## src/rtl/core/lpg_pkg.sv

```systemverilog
// Shared types and constants of the line pixel generator.
package lpg_pkg;

  // Default screen geometry: columns, and pages of eight rows each.
  localparam int SCREEN_COLUMNS_DEF = 128;
  localparam int SCREEN_PAGES_DEF   = 8;

  // Number of rows in one frame-buffer page.
  localparam int PAGE_ROWS = 8;

  // Entries in the queue between the front and the back.
  localparam int QUEUE_DEPTH = 2;

  // Stream widths.
  localparam int IN_TDATA_W  = 40;
  localparam int OUT_TDATA_W = 32;

  // Item kinds carried on the input tuser bit.
  typedef enum logic {
    ACT_START   = 1'b0,
    ACT_ADVANCE = 1'b1
  } action_t;

  // A classified item as it waits in the queue.
  typedef struct packed {
    action_t    action;
    logic [7:0] start_x;
    logic [7:0] start_y;
    logic [7:0] major_delta;
    logic [7:0] minor_delta;
    logic       x_negative;
    logic       y_negative;
    logic       x_is_major;
    logic       color;
  } cmd_t;

  // Status of the queue head as seen by the back.
  typedef struct packed {
    logic valid;
  } qhs_t;

endpackage

```

## src/rtl/core/line_pixel_generator.sv

```systemverilog
// Top level of the line pixel generator: front, queue and Bresenham back.
//
//   channel  direction  tdata                                         tuser       tlast
//   in_      slave      start_x,start_y,end_x,end_y,draw_color (40b)  action      -
//   out_     master     pixel_x,pixel_y,byte_address,bit_index,       offscreen   last_pixel
//                       set_bit (32b)
//
// One item is accepted per clock while in_tready is high; a start item, or an advance
// item on an active line, gives its pixel through a two-entry queue and the output
// register. An advance item while no line is active is dropped without a pixel.
// Sustained rate, set by the walk update, is one pixel per clock with out_tready high.
// Reset (rst_n low, synchronous) empties the queue and leaves no line active.
// An output stall fills the queue, after which in_tready drops.
module line_pixel_generator #(
  parameter int SCREEN_COLUMNS = lpg_pkg::SCREEN_COLUMNS_DEF,
  parameter int SCREEN_PAGES   = lpg_pkg::SCREEN_PAGES_DEF
) (
  input  logic                            clk,
  input  logic                            rst_n,
  input  logic                            in_tvalid,
  output logic                            in_tready,
  // start_x[7:0], start_y[15:8], end_x[23:16], end_y[31:24], draw_color[32]
  input  logic [lpg_pkg::IN_TDATA_W-1:0]  in_tdata,
  // action: 0 start, 1 advance
  input  logic                            in_tuser,
  output logic                            out_tvalid,
  input  logic                            out_tready,
  // pixel_x[7:0], pixel_y[15:8], byte_address[25:16], bit_index[28:26], set_bit[29]
  output logic [lpg_pkg::OUT_TDATA_W-1:0] out_tdata,
  // offscreen
  output logic                            out_tuser,
  output logic                            out_tlast
);

  lpg_pkg::cmd_t front_cmd;
  lpg_pkg::cmd_t head_cmd;
  lpg_pkg::qhs_t head_hs;
  logic          q_full, pop;

  assign in_tready = !q_full;

  lpg_front u_front (
    .in_action (lpg_pkg::action_t'(in_tuser)),
    .in_data   (in_tdata),
    .cmd       (front_cmd)
  );

  lpg_queue u_queue (
    .clk         (clk),
    .rst_n       (rst_n),
    .push        (in_tvalid),
    .push_cmd    (front_cmd),
    .full        (q_full),
    .head_hs_out (head_hs),
    .pop         (pop),
    .head_cmd    (head_cmd)
  );

  lpg_back #(
    .SCREEN_COLUMNS (SCREEN_COLUMNS),
    .SCREEN_PAGES   (SCREEN_PAGES)
  ) u_back (
    .clk        (clk),
    .rst_n      (rst_n),
    .head_hs    (head_hs),
    .head_cmd   (head_cmd),
    .pop        (pop),
    .out_tvalid (out_tvalid),
    .out_tready (out_tready),
    .out_tdata  (out_tdata),
    .out_tuser  (out_tuser),
    .out_tlast  (out_tlast)
  );

endmodule

```

## src/rtl/core/lpg_front.sv

```systemverilog
// Front of the line pixel generator: unpacks and classifies input items.
module lpg_front (
  input  lpg_pkg::action_t                 in_action,
  input  logic [lpg_pkg::IN_TDATA_W-1:0]   in_data,
  output lpg_pkg::cmd_t                    cmd
);

  logic [7:0] sx, sy, ex, ey;
  logic [7:0] dx, dy, ax, ay;
  logic       xneg, yneg, xmaj;

  // Field extraction, lowest field first.
  assign sx = in_data[7:0];
  assign sy = in_data[15:8];
  assign ex = in_data[23:16];
  assign ey = in_data[31:24];

  // Signed deltas, their magnitudes and the major axis.
  always_comb begin
    dx   = ex - sx;
    dy   = ey - sy;
    xneg = dx[7];
    yneg = dy[7];
    ax   = xneg ? (8'd0 - dx) : dx;
    ay   = yneg ? (8'd0 - dy) : dy;
    xmaj = (ax >= ay);
  end

  // Build the queue entry; geometry fields are ignored by the back on advance items.
  always_comb begin
    cmd.action      = in_action;
    cmd.start_x     = sx;
    cmd.start_y     = sy;
    cmd.major_delta = xmaj ? ax : ay;
    cmd.minor_delta = xmaj ? ay : ax;
    cmd.x_negative  = xneg;
    cmd.y_negative  = yneg;
    cmd.x_is_major  = xmaj;
    cmd.color       = in_data[32];
  end

endmodule

```

## src/rtl/core/lpg_queue.sv

```systemverilog
// Short register queue between the front and the back.
module lpg_queue (
  input  logic           clk,
  input  logic           rst_n,
  input  logic           push,
  input  lpg_pkg::cmd_t  push_cmd,
  output logic           full,
  output lpg_pkg::qhs_t  head_hs_out,
  input  logic           pop,
  output lpg_pkg::cmd_t  head_cmd
);

  localparam int PtrW = $clog2(lpg_pkg::QUEUE_DEPTH);
  localparam int CntW = $clog2(lpg_pkg::QUEUE_DEPTH + 1);

  lpg_pkg::cmd_t  entry_r [lpg_pkg::QUEUE_DEPTH];
  logic [PtrW-1:0] wr_ptr_r, wr_ptr_nxt;
  logic [PtrW-1:0] rd_ptr_r, rd_ptr_nxt;
  logic [CntW-1:0] count_r, count_nxt;
  logic            do_push, do_pop;

  // Status towards both sides.
  assign full              = (count_r == CntW'(lpg_pkg::QUEUE_DEPTH));
  assign head_hs_out.valid = (count_r != '0);
  assign head_cmd          = entry_r[rd_ptr_r];

  assign do_push = push && !full;
  assign do_pop  = pop && (count_r != '0);

  // Pointer and fill-count update.
  always_comb begin
    wr_ptr_nxt = wr_ptr_r;
    rd_ptr_nxt = rd_ptr_r;
    count_nxt  = count_r;
    if (do_push) begin
      wr_ptr_nxt = (wr_ptr_r == PtrW'(lpg_pkg::QUEUE_DEPTH - 1)) ? '0 : wr_ptr_r + 1'b1;
    end
    if (do_pop) begin
      rd_ptr_nxt = (rd_ptr_r == PtrW'(lpg_pkg::QUEUE_DEPTH - 1)) ? '0 : rd_ptr_r + 1'b1;
    end
    if (do_push && !do_pop) begin
      count_nxt = count_r + 1'b1;
    end else if (do_pop && !do_push) begin
      count_nxt = count_r - 1'b1;
    end
  end

  always_ff @(posedge clk) begin
    if (!rst_n) begin
      wr_ptr_r <= '0;
      rd_ptr_r <= '0;
      count_r  <= '0;
    end else begin
      wr_ptr_r <= wr_ptr_nxt;
      rd_ptr_r <= rd_ptr_nxt;
      count_r  <= count_nxt;
    end
  end

  // Entry storage; payload needs no reset.
  always_ff @(posedge clk) begin
    if (do_push) begin
      entry_r[wr_ptr_r] <= push_cmd;
    end
  end

endmodule

```

## src/rtl/core/lpg_back.sv

```systemverilog
// Back of the line pixel generator: Bresenham walk and pixel output register.
module lpg_back #(
  parameter int SCREEN_COLUMNS = lpg_pkg::SCREEN_COLUMNS_DEF,
  parameter int SCREEN_PAGES   = lpg_pkg::SCREEN_PAGES_DEF
) (
  input  logic                            clk,
  input  logic                            rst_n,
  input  lpg_pkg::qhs_t                   head_hs,
  input  lpg_pkg::cmd_t                   head_cmd,
  output logic                            pop,
  output logic                            out_tvalid,
  input  logic                            out_tready,
  output logic [lpg_pkg::OUT_TDATA_W-1:0] out_tdata,
  output logic                            out_tuser,
  output logic                            out_tlast
);

  localparam int ColW  = $clog2(SCREEN_COLUMNS + 1);
  localparam int ProdW = 5 + ColW;
  localparam int SumW  = (ProdW + 1 > 10) ? ProdW + 1 : 10;

  // Walk state.
  logic [7:0] cur_x_r, cur_x_nxt;
  logic [7:0] cur_y_r, cur_y_nxt;
  logic [7:0] error_acc_r, error_acc_nxt;
  logic [7:0] major_delta_r, major_delta_nxt;
  logic [7:0] minor_delta_r, minor_delta_nxt;
  logic [7:0] steps_left_r, steps_left_nxt;
  logic       x_negative_r, x_negative_nxt;
  logic       y_negative_r, y_negative_nxt;
  logic       x_is_major_r, x_is_major_nxt;
  logic       line_color_r, line_color_nxt;
  logic       busy_r, busy_nxt;

  // Output register.
  logic       out_valid_r, out_valid_nxt;
  logic [7:0] px_r, px_nxt;
  logic [7:0] py_r, py_nxt;
  logic [9:0] addr_r, addr_nxt;
  logic [2:0] bit_r, bit_nxt;
  logic       set_r, set_nxt;
  logic       off_r, off_nxt;
  logic       last_r, last_nxt;

  logic       out_free, emit;
  logic [7:0] err_sum;
  logic [4:0] page;
  logic [SumW-1:0] addr_full;

  // The head is taken whenever the output register is free or being emptied.
  assign out_free = !out_valid_r || out_tready;
  assign pop      = head_hs.valid && out_free;

  // Walk update for a start or an advance item.
  always_comb begin
    cur_x_nxt       = cur_x_r;
    cur_y_nxt       = cur_y_r;
    error_acc_nxt   = error_acc_r;
    major_delta_nxt = major_delta_r;
    minor_delta_nxt = minor_delta_r;
    steps_left_nxt  = steps_left_r;
    x_negative_nxt  = x_negative_r;
    y_negative_nxt  = y_negative_r;
    x_is_major_nxt  = x_is_major_r;
    line_color_nxt  = line_color_r;
    busy_nxt        = busy_r;
    emit            = 1'b0;
    err_sum         = error_acc_r + minor_delta_r;
    if (pop) begin
      case (head_cmd.action)
        lpg_pkg::ACT_START: begin
          cur_x_nxt       = head_cmd.start_x;
          cur_y_nxt       = head_cmd.start_y;
          major_delta_nxt = head_cmd.major_delta;
          minor_delta_nxt = head_cmd.minor_delta;
          error_acc_nxt   = {1'b0, head_cmd.major_delta[7:1]};
          steps_left_nxt  = head_cmd.major_delta;
          x_negative_nxt  = head_cmd.x_negative;
          y_negative_nxt  = head_cmd.y_negative;
          x_is_major_nxt  = head_cmd.x_is_major;
          line_color_nxt  = head_cmd.color;
          busy_nxt        = (head_cmd.major_delta != 8'd0);
          emit            = 1'b1;
        end
        lpg_pkg::ACT_ADVANCE: begin
          if (busy_r) begin
            error_acc_nxt = err_sum;
            if (err_sum >= major_delta_r) begin
              error_acc_nxt = err_sum - major_delta_r;
              if (x_is_major_r) begin
                cur_y_nxt = y_negative_r ? cur_y_r - 8'd1 : cur_y_r + 8'd1;
              end else begin
                cur_x_nxt = x_negative_r ? cur_x_r - 8'd1 : cur_x_r + 8'd1;
              end
            end
            if (x_is_major_r) begin
              cur_x_nxt = x_negative_r ? cur_x_r - 8'd1 : cur_x_r + 8'd1;
            end else begin
              cur_y_nxt = y_negative_r ? cur_y_r - 8'd1 : cur_y_r + 8'd1;
            end
            steps_left_nxt = steps_left_r - 8'd1;
            busy_nxt       = (steps_left_r != 8'd1);
            emit           = 1'b1;
          end
        end
        default: begin
          emit = 1'b0;
        end
      endcase
    end
  end

  // Pixel fields from the new position.
  always_comb begin
    page      = cur_y_nxt[7:3];
    addr_full = SumW'(page * ColW'(SCREEN_COLUMNS)) + SumW'(cur_x_nxt);
    off_nxt   = ({1'b0, cur_x_nxt} >= 9'(SCREEN_COLUMNS)) ||
                ({1'b0, cur_y_nxt} >= 9'(SCREEN_PAGES * lpg_pkg::PAGE_ROWS));
    px_nxt    = cur_x_nxt;
    py_nxt    = cur_y_nxt;
    addr_nxt  = off_nxt ? 10'd0 : addr_full[9:0];
    bit_nxt   = cur_y_nxt[2:0];
    set_nxt   = line_color_nxt;
    last_nxt  = !busy_nxt;
  end

  // Output valid: set by a new pixel, cleared when taken.
  always_comb begin
    out_valid_nxt = out_valid_r && !out_tready;
    if (emit) begin
      out_valid_nxt = 1'b1;
    end
  end

  always_ff @(posedge clk) begin
    if (!rst_n) begin
      cur_x_r       <= '0;
      cur_y_r       <= '0;
      error_acc_r   <= '0;
      major_delta_r <= '0;
      minor_delta_r <= '0;
      steps_left_r  <= '0;
      x_negative_r  <= 1'b0;
      y_negative_r  <= 1'b0;
      x_is_major_r  <= 1'b0;
      line_color_r  <= 1'b0;
      busy_r        <= 1'b0;
      out_valid_r   <= 1'b0;
    end else begin
      cur_x_r       <= cur_x_nxt;
      cur_y_r       <= cur_y_nxt;
      error_acc_r   <= error_acc_nxt;
      major_delta_r <= major_delta_nxt;
      minor_delta_r <= minor_delta_nxt;
      steps_left_r  <= steps_left_nxt;
      x_negative_r  <= x_negative_nxt;
      y_negative_r  <= y_negative_nxt;
      x_is_major_r  <= x_is_major_nxt;
      line_color_r  <= line_color_nxt;
      busy_r        <= busy_nxt;
      out_valid_r   <= out_valid_nxt;
    end
  end

  // Pixel payload register.
  always_ff @(posedge clk) begin
    if (emit) begin
      px_r   <= px_nxt;
      py_r   <= py_nxt;
      addr_r <= addr_nxt;
      bit_r  <= bit_nxt;
      set_r  <= set_nxt;
      off_r  <= off_nxt;
      last_r <= last_nxt;
    end
  end

  assign out_tvalid = out_valid_r;
  assign out_tdata  = {2'b00, set_r, bit_r, addr_r, py_r, px_r};
  assign out_tuser  = off_r;
  assign out_tlast  = last_r;

  // A live line always has steps to go and an error below the major delta.
  a_busy_steps: assert property (@(posedge clk) disable iff (!rst_n)
    busy_r |-> steps_left_r != 8'd0)
    else $error("line active with no steps left");

  a_err_bound: assert property (@(posedge clk) disable iff (!rst_n)
    busy_r |-> error_acc_r < major_delta_r)
    else $error("error accumulator out of range");

  // The final pixel of a line leaves the walker idle.
  a_last_idle: assert property (@(posedge clk) disable iff (!rst_n)
    (emit && last_nxt) |=> !busy_r)
    else $error("walker still active after last pixel");

  // An offscreen pixel never carries a frame-buffer address.
  a_off_addr: assert property (@(posedge clk) disable iff (!rst_n)
    (out_valid_r && off_r) |-> addr_r == 10'd0)
    else $error("offscreen pixel with non-zero address");

endmodule
```

## config.mk

```make
export PLATFORM = sky130hd
export DESIGN_NAME = line_pixel_generator
export DESIGN_NICKNAME = d
export VERILOG_FILES = /design/src/rtl/core/lpg_pkg.sv /design/src/rtl/core/line_pixel_generator.sv /design/src/rtl/core/lpg_front.sv /design/src/rtl/core/lpg_queue.sv /design/src/rtl/core/lpg_back.sv
export SDC_FILE = /design/constraint.sdc
export NUM_CORES = 1
export LEC_CHECK = 0
export BUFFER_PORTS_ARGS = -buffer_cell sky130_fd_sc_hd__buf_2
export CAP_MARGIN = 25
export CELL_PAD_IN_SITES_DETAIL_PLACEMENT = 1
export CELL_PAD_IN_SITES_GLOBAL_PLACEMENT = 1
export CORE_UTILIZATION = 48
export DETAILED_ROUTE_END_ITERATION = 7
export GPL_ROUTABILITY_DRIVEN = 0
export PLACE_DENSITY_LB_ADDON = 0.1
export SKIP_CTS_REPAIR_TIMING = 1
export SYNTH_ARGS = -nofsm -noshare
export SYNTH_HDL_FRONTEND = slang
export SYNTH_SLANG_ARGS = --single-unit
```

## constraint.sdc

```tcl
create_clock -name clk -period 5.75 [get_ports clk]
set_clock_uncertainty 0.05 [all_clocks]
set_input_delay 1.4375 -clock clk [delete_from_list [all_inputs] [get_ports clk]]
set_output_delay 1.4375 -clock clk [all_outputs]
set_load 0.01 [all_outputs]
```

==> results.md, run 1 <==
- Met1 GRT Util: 31.46%
- Largest net degree at the start of global routing: 60
- Tot GR Track Use: between 20% and 30%
- FF-to-FF End: u_back.addr_r[9]
- Core box area: 0.01802 mm^2
- Critical Path End Type: flip-flop
- Final Util: between 50% and 60%
- Starting DRC count in detailed routing: 375
- RSZ-0062 raised after global routing: no
- Buf+Inv Stages, Crit Path: 5
- Worst Hold End: u_back.major_delta_r[2]
- WS Path Type: in2reg
- Nets: 978
- Vias in the first global route: 6606
- Final period utilization: 91.67%
- Crit Path Max Fanout: 10
- VDD IR-drop max: around 0.36 mV
- Crit-path leading delay family: compound AO/OA/AOI/OAI gates
- WHS Path Cells: 2
- CTS max path bufs: 2
- Hold Crit Class: reg2reg
- Fmax: 189.7 MHz
- Crit path time final: around 5.3 ns
- P&R area growth vs syn: 13.81%
- Max-slew violation count: 0
- Hold Fails Final Rpt: 0
- Synth Register Bits: 162
- TritonCTS clock tree: yes
- CP cell instances: buf_2 > inv_1 > ha_1 > nor2b_1 > o2111ai_1 > a31oi_1 > xor2_1 > inv_1 > nand2_1 > xor2_1 > inv_1 > ha_1 > a2111oi_0 > o21ai_0 > o21ai_2 > buf_8 > mux2i_1
- Placed inst area: 0.009450 mm^2
- Rows: 49
- Finished Cell Area: 0.01010 mm^2
- Hold Path Origin: u_back.major_delta_r[2]
- Die Ht: around 140 um
- CTS Buf Count: 17
- Share of layout cells above drive strength 1: 18.10%
- Htree depth: 4
- Vias per cell: 5.784
- N_diodes: 0
- PortBufs: 71
- Crit path DAT: 5.46 ns
- CP required: just under 6 ns
- Sequential fraction of the synthesis area: 48.17%
- Most used cell, CP: inv_1
- PwrDens: 627.0 mW/mm^2
- GR Layer Usage met3: 4.167%
- Antenna viol nets, final: 0
- FF-to-FF setup slack: 1.15 ns
- Clock Tree Root: clkbuf_16
- Die area: 0.01903 mm^2
- Avg WL per Cell: about 20 um
- Routed vias: ~6400
- Routed wire length: 22.14 mm
- Ys flop type: edfxtp_1
- Final HPWL DP: 16.24 mm
- Clk_lat worst skew: 0.44 ns
- Setup TNS: 0 ns
- P_leak: between 4 and 5 nW
- Grt met2 use: around 41%
- Final setup fails: 0
- Most common cell after layout, fill and taps aside: edfxtp_1
- Fin worst setup slack: roughly 0.48 ns
- Slowest Stage Delay on Critical Path: 0.52 ns
- DRC Markers: 0
- Cell area after synthesis: 0.008872 mm^2
- CTS sink count: 162
- Gr busiest metal: met2
- Initial core utilization: just under 50%
- Setup WS pre-CTS: 0.06175 ns
- Worst relative slew slack: 38.74%
- Reg2Reg Depth: 16
- DR pass1 iterations: 5
- CP max-delay cell: a2111oi_0
- Synth cell types: between 70 and 80
- Async SR Flop Fraction: 0%
- Syn Area/Cell: about 11 um^2
- Reg clk slew, reported paths: 0.07 ns
- Crit path launch type: input pin
- I/O Pins: roughly 80
- Die Span X: 138.0 um
- Yosys warning count: 0
- Post-Syn Instances: 803
- Slew @ Worst Pin: 0.9189 ns
- Fin Hold WS: around 0.44 ns
- GR Overflow Total: 0
- Status: finished clean
- Commonest cells after routing, fill and taps aside: edfxtp_1 (103), buf_2 (71), dfxtp_1 (58)
- Critical R2R Launch: u_back.minor_delta_r[0]
- First-pass GRT wire length: 34.67 mm
- Number of synthesized flops with an enable pin: 103
- Total of max-cap violations: 0
- Initial antenna violation count: 0
## synthesized netlist by cell type (5+ instances only)
cell      count  area share, %
nor3_1       16           0.90
nand2_1      43            1.8
ha_1         56            7.9
buf_2         5           0.28
and3_1        8           0.56
o22ai_1       5           0.35
o21bai_1      5           0.42
xor2_1       23            2.3
edfxtp_1    103             35
a31oi_1       8           0.56
dfxtp_1      59             13
a21boi_0      5           0.42
a21o_1       11           0.93
o21a_1        8           0.68
nor2_1       37            1.6
a211oi_1      9           0.76
nor2_2        8           0.56
buf_4         6           0.51
nor2b_1      17            1.2
a21oi_1      45            2.5
fa_1          6            1.4
nand3_1       8           0.45
o211ai_1      7           0.59
o211a_1      13            1.5
mux2_2       12            1.5
mux2i_1      48            5.4
xnor2_1      30            3.0
clkbuf_1     20           0.85
o21ai_0      33            1.9
and2_1       17            1.2
or3_1         6           0.42
inv_1        57            2.4
## worst max path at each step
stage	startpoint	to	slack, ns	cells after the start
after floorplan	in_tdata[16]	u_queue.entry_r[0][16]	0.62	18
after global placement	in_tdata[16]	u_queue.entry_r[1][14]	0.25	16
after detailed placement	in_tdata[0]	u_queue.entry_r[1][14]	0.06	15
after CTS	in_tdata[0]	u_queue.entry_r[0][14]	0.51	15
after global routing	in_tdata[16]	u_queue.entry_r[0][14]	0.13	18
final	in_tdata[1]	u_queue.entry_r[0][14]	0.48	17
## power breakdown
| group | switching (mW) | leakage (nW) | internal, mW |
|---|---|---|---|
| Combinational | 1.91 | 2.53 | 1.29 |
| Sequential | 0.210 | 1.45 | 1.74 |
| Clock | 0.518 | 0.295 | 0.661 |
| Total | 2.64 | 4.28 | 3.69 |
## through the flow
step | total power, mW | cells
final | 6.331 | 1113
after global routing | 6.734 | 1113
after CTS | 6.315 | 1111
after detailed placement | 5.092 | 1079
after global placement | 4.904 | 1078
after floorplan | 4.267 | 804
## metal layers
metal,share of wire [%],vias to the layer above,wire (um)
met5,0,-,0
met4,2.2,0,490
met3,3.6,30,793
met2,50,127,11090
met1,44,3208,9760
li1,-,3073,-
## cell type report
class	count	area [um^2]
Sequential cell	162	4275
Clock buffer	17	425.4
Fill cell	1937	7928
Multi-Input combinational cell	550	4235
Timing Repair Buffer	82	470.5
Inverter	58	217.7
Tap cell	229	286.5
Clock inverter	15	186.4
## state kept, by name, summed over array words and instances, names as in the netlist, named ones only
register and count:
u_back.set_r 1, u_back.cur_x_r 8, u_queue.count_r 2, u_back.busy_r 1, u_back.minor_delta_r 8, u_back.bit_r 2, u_back.cur_y_r 8, u_back.out_tlast 1
u_back.line_color_r 1, u_back.py_r 6, u_back.error_acc_r 8, u_queue.wr_ptr_r 1, u_back.major_delta_r 8, u_back.addr_r 10, u_back.y_negative_r 1, u_back.x_negative_r 1
u_back.x_is_major_r 1, u_back.out_tvalid 1, u_queue.rd_ptr_r 1, u_back.steps_left_r 8, u_back.px_r 8, u_back.out_tuser 1, u_queue.entry_r 74
## worst min-delay path, stage by stage (launching register included)
cell and delay, ns:
dfxtp_1 0.31, nand2_1 0.05, a21boi_0 0.07
## kinds of logic after synthesis
logic type | Yosys count | share of synthesized area (%)
compound gates | 186 | 14.88
mux | 60 | 6.938
flops | 162 | 48.17
simple gates | 187 | 11.18
xor+xnor | 53 | 5.232
fa+ha+maj | 62 | 9.251
buf+inv | 92 | 4.301
other cells | 1 | 0.04227
Note: power is estimated with default switching activity, not from simulation.
==> inputs of run 2 (changes only) <==
--- a/config.mk
+++ b/config.mk
@@ -9,7 +9,7 @@
 export CAP_MARGIN = 25
 export CELL_PAD_IN_SITES_DETAIL_PLACEMENT = 1
 export CELL_PAD_IN_SITES_GLOBAL_PLACEMENT = 1
-export CORE_UTILIZATION = 48
+export CORE_UTILIZATION = 45
 export DETAILED_ROUTE_END_ITERATION = 7
 export GPL_ROUTABILITY_DRIVEN = 0
 export PLACE_DENSITY_LB_ADDON = 0.1
==> results.md, run 2 (same netlist as run 1, synthesis figures left out) <==
- Final HPWL DP: 16.18 mm
- Most common cell after layout, fill and taps aside: edfxtp_1
- Clock Tree Root: clkbuf_16
- CP cell instances: buf_2 > inv_1 > ha_1 > nor2b_1 > o2111ai_1 > a31oi_1 > xor2_1 > inv_1 > a21oi_1 > inv_1 > ha_1 > a21o_1 > a21o_1 > a21oi_1 > o21ai_0 > o21ai_2 > buf_8 > mux2i_1
- Die Ht: 142.4 um
- Crit path time final: 5.186 ns
- Most used cell, CP: inv_1
- Setup TNS: 0 ns
- Die Span X: 142.4 um
- Share of layout cells above drive strength 1: roughly 18%
- Final setup fails: 0
- P&R area growth vs syn: 14.07%
- Tot GR Track Use: 23.08%
- GR Overflow Total: 0
- Commonest cells after routing, fill and taps aside: edfxtp_1 (103), buf_2 (71), dfxtp_1 (58)
- Slowest Stage Delay on Critical Path: just under 0.5 ns
- Status: finished clean
- RSZ-0062 raised after global routing: no
- Vias per cell: 5.523
- Vias in the first global route: 6831
- Largest register by flop count: u_queue.entry_r
- Clk_lat worst skew: 0.43 ns
- Max FFs per register: between 70 and 80
- Hold Fails Final Rpt: 0
- Nets: 977
- Largest net degree at the start of global routing: 60
- Crit Path Max Fanout: 12
- Initial core utilization: 46.65%
- I/O Pins: 81
- Crit path DAT: 5.37 ns
- Fill cells: 2088
- Setup WS pre-CTS: 0.006745 ns
- Crit path launch type: input pin
- CTS max path bufs: 2
- Critical Path End Type: flip-flop
- PortBufs: about 70
- Die area: 0.02028 mm^2
- Regs by FF count: u_queue.entry_r: 74 flops, u_back.addr_r: 10 flops
- VDD IR-drop max: 0.2522 mV
- Htree depth: 4
- Total of max-cap violations: 0
- Fin worst setup slack: about 0.56 ns
- Fmax: 192.8 MHz
- Reg clk slew, reported paths: 0.07 ns
- PwrDens: 623.4 mW/mm^2
- Routed vias: 6313
- Placed inst area: 0.009489 mm^2
- DR pass1 iterations: 4
- Antenna viol nets, final: 0
- CP required: 5.93 ns
- TritonCTS clock tree: yes
- Worst relative slew slack: about 34%
- N_diodes: 0
- Max-slew violation count: 0
- First-pass GRT wire length: 35.54 mm
- DRC Markers: 0
- Avg WL per Cell: roughly 19 um
- Initial antenna violation count: 0
- Rows: 50
- CP max-delay cell: a21oi_1
- Routed wire length: 21.84 mm
- WS Path Type: in2reg
- Final period utilization: 90.18%
- CTS Buf Count: 17
- Slew @ Worst Pin: 0.9889 ns
- Finished Cell Area: a little over 0.01 mm^2
- Starting DRC count in detailed routing: 251
- Core box area: ~0.019 mm^2
- Hold Crit Class: reg2reg
- P_leak: about 4.3 nW
- CTS sink count: 162
- Final Util: between 50% and 60%
[run 2: where the power goes]
group / switching, mW / internal, mW / total (mW) / leakage (nW)
logic: 1.88 / 1.28 / 3.16 / 2.52
registers: 0.206 / 1.74 / 1.95 / 1.45
clock network: 0.491 / 0.705 / 1.20 / 0.292
[run 2: final timing paths]
| path | start | end | slack (ns) | depth (start not counted) |
|---|---|---|---|---|
| setup / recovery | in_tdata[1] | u_queue.entry_r[0][14] | 0.56 | 18 |
| hold / removal | u_back.major_delta_r[2] | u_back.major_delta_r[2] | 0.43 | 2 |
| setup reg to reg | u_back.minor_delta_r[1] | u_back.addr_r[9] | 1.36 | 15 |
| hold reg to reg | u_back.major_delta_r[2] | u_back.major_delta_r[2] | 0.43 | 2 |
[run 2: final cells by class]
cell class / instances / area, um^2 / area share (%)
Tap cell: 260 / 325.3 / 3.214
Clock inverter: 12 / 170.2 / 1.681
Timing Repair Buffer: 81 / 450.4 / 4.450
Clock buffer: 20 / 446.7 / 4.413
Multi-Input combinational cell: 550 / 4235 / 41.85
Inverter: 58 / 217.7 / 2.151
Sequential cell: 162 / 4275 / 42.24
[run 2: stage by stage]
step	power, mW	hold WS (ns)	cells
after CTS	6.324	0.4314	1142
final	6.309	0.4304	1143
after global placement	4.929	0.4081	1109
after detailed placement	5.096	0.4223	1110
after floorplan	4.267	0.3935	804
after global routing	6.746	0.4578	1143
[run 2: routing by layer]
metal | track usage, % | wire length, um | vias to the layer above
met2 | 38.91 | 10570 | 102
li1 | - | - | 3062
met1 | 28.98 | 9976 | 3118
met3 | 4.004 | 696 | 31
met4 | 10.19 | 601 | 0
met5 | 0 | 0 | -
[run 2: worst max-delay path, delay by kind of cell]
family,cells,cell delay (ns)
AO/OA/AOI/OAI,8,1.76
adder cells (fa/ha/maj),2,0.59
multiplexers,1,0.32
buffers and inverters,5,0.71
XOR/XNOR,1,0.33
AND/OR/NAND/NOR,1,0.23
==> inputs of run 3 (changes only) <==
--- a/config.mk
+++ b/config.mk
@@ -9,7 +9,7 @@
 export CAP_MARGIN = 25
 export CELL_PAD_IN_SITES_DETAIL_PLACEMENT = 1
 export CELL_PAD_IN_SITES_GLOBAL_PLACEMENT = 1
-export CORE_UTILIZATION = 45
+export CORE_UTILIZATION = 35
 export DETAILED_ROUTE_END_ITERATION = 7
 export GPL_ROUTABILITY_DRIVEN = 0
 export PLACE_DENSITY_LB_ADDON = 0.1
==> results.md, run 3 (same netlist as run 1, synthesis figures left out) <==
- Die area: between 0.02 and 0.03 mm^2
- Die Ht: 161.2 um
- Commonest cells after routing, fill and taps aside: edfxtp_1 (103), buf_2 (71), dfxtp_1 (58)
- Antenna viol nets, final: 0
- CP required: 5.94 ns
- CTS max path bufs: 2
- TritonCTS clock tree: yes
- WHS Path Cells: 2
- Largest net degree at the start of global routing: 60
- I/O Pins: 81
- Critical Path End Type: flip-flop
- Setup TNS: 0 ns
- Critical R2R Launch: u_back.minor_delta_r[0]
- N_diodes: 0
- Grt met2 use: 29.96%
- Max-slew violation count: 0
- Crit path DAT: slightly above 5 ns
- Max FFs per register: 74
- PwrDens: ~600 mW/mm^2
- Worst relative slew slack: a little over a third
- Total of max-cap violations: 0
- P&R area growth vs syn: 14.37%
- Clock Tree Root: clkbuf_16
- CTS Buf Count: 17
- RSZ-0062 raised after global routing: no
- Nets: 978
- Status: finished clean
- Crit path launch type: input pin
- Regs by FF count: u_queue.entry_r: 74 flops, u_back.addr_r: 10 flops
- Initial core utilization: 36.06%
- Final period utilization: approximately 86%
- Starting DRC count in detailed routing: 387
- Hold Path Origin: u_back.major_delta_r[2]
- Die Span X: 161.2 um
- First-pass GRT wire length: 35.82 mm
- Hold Fails Final Rpt: 0
- Largest register by flop count: u_queue.entry_r
- Final HPWL DP: between 15 and 20 mm
- FF-to-FF End: u_back.addr_r[9]
- Clk_lat worst skew: 0.43 ns
- Share of layout cells above drive strength 1: around 18%
- Slew @ Worst Pin: 0.9614 ns
- Initial antenna violation count: 0
- Core box area: 0.02460 mm^2
- Vias in the first global route: 6619
- Final Total Pwr: 6.165 mW
- Crit path time final: 4.936 ns
- Avg WL per Cell: ~19 um
- Worst Hold End: u_back.major_delta_r[2]
- Fmax: 202.6 MHz
- FF-to-FF setup slack: about 1.3 ns
- Tot GR Track Use: between 10% and 20%
- GR Layer Usage met3: 2.491%
- Reg clk slew, reported paths: 0.07 ns
- Gr busiest metal: met2
- GR Overflow Total: 0
- DRC Markers: 0
- CTS sink count: 162
- Routed wire length: 22.45 mm
- DR pass1 iterations: 5
- Vias per cell: 5.185
- PortBufs: just over 70
- VDD IR-drop max: around 0.27 mV
- Most common cell after layout, fill and taps aside: edfxtp_1
- Hold Crit Class: reg2reg
- Routed vias: 6258
- Final setup fails: 0
- P_leak: approximately 4.3 nW
- WS Path Type: in2reg
- Met1 GRT Util: 23.74%
- Rows: 57
- Reg2Reg Depth: 17
- Crit Path Max Fanout: 17
- Htree depth: 4
[run 3: worst max path at each step]
stage / endpoint / slack, ns / cells after the start / startpoint
after global placement: u_queue.entry_r[0][13] / 0.42 / 18 / in_tdata[16]
after CTS: u_queue.entry_r[0][13] / 0.80 / 18 / in_tdata[16]
after global routing: u_queue.entry_r[0][13] / 0.33 / 17 / in_tdata[3]
final: u_queue.entry_r[0][17] / 0.81 / 18 / in_tdata[16]
after floorplan: u_queue.entry_r[0][16] / 0.62 / 18 / in_tdata[16]
after detailed placement: u_queue.entry_r[1][13] / 0.34 / 18 / in_tdata[16]
[run 3: cell type report]
| cell class | count | area (um^2) |
|---|---|---|
| multi-input combinational | 550 | 4235 |
| fill | 2718 | 14460 |
| inverter | 58 | 217.7 |
| clock inverter | 12 | 117.6 |
| tap | 324 | 405.4 |
| clock buffer | 19 | 432.9 |
| sequential | 162 | 4275 |
| timing repair buffer | 82 | 462.9 |
[run 3: where the power goes]
group          switching (mW)  internal, mW
registers               0.203          1.74
logic                    1.85          1.28
clock network           0.513         0.572
total                    2.56          3.60
[run 3: per-layer routing]
| metal | wire, um | share of wire, % |
|---|---|---|
| met5 | 0 | 0 |
| met4 | 412 | 1.8 |
| met3 | 599 | 2.7 |
| met2 | 10570 | 47 |
| met1 | 10870 | 48 |
[run 3: worst max-delay path, cell delays in order]
cell,delay [ns]
buf_2,0.09
inv_1,0.04
ha_1,0.15
inv_1,0.05
fa_1,0.46
a21o_1,0.19
a21oi_1,0.30
xnor2_1,0.21
o211ai_1,0.15
nand2_1,0.10
xor2_1,0.32
inv_1,0.08
ha_1,0.32
a2111oi_0,0.39
o21ai_0,0.17
o21ai_2,0.11
buf_12,0.19
mux2i_1,0.31
[run 3: metrics by stage]
| stage | worst slack (ns) | hold slack, ns | utilization (%) | cell area, um^2 | std cells |
|---|---|---|---|---|---|
| 2_1_floorplan | 0.6153 | 0.3935 | - | 8876 | 804 |
| 3_3_place_gp | 0.4240 | 0.4146 | 38.92 | 9577 | 1175 |
| 3_5_place_dp | 0.3350 | 0.4197 | 38.92 | 9577 | 1175 |
| 4_1_cts | 0.7978 | 0.4290 | 41.16 | 10130 | 1206 |
| 5_1_grt | 0.3322 | 0.4686 | 41.24 | 10150 | 1207 |
| 6_report | 0.8145 | 0.4218 | 41.24 | 10150 | 1207 |
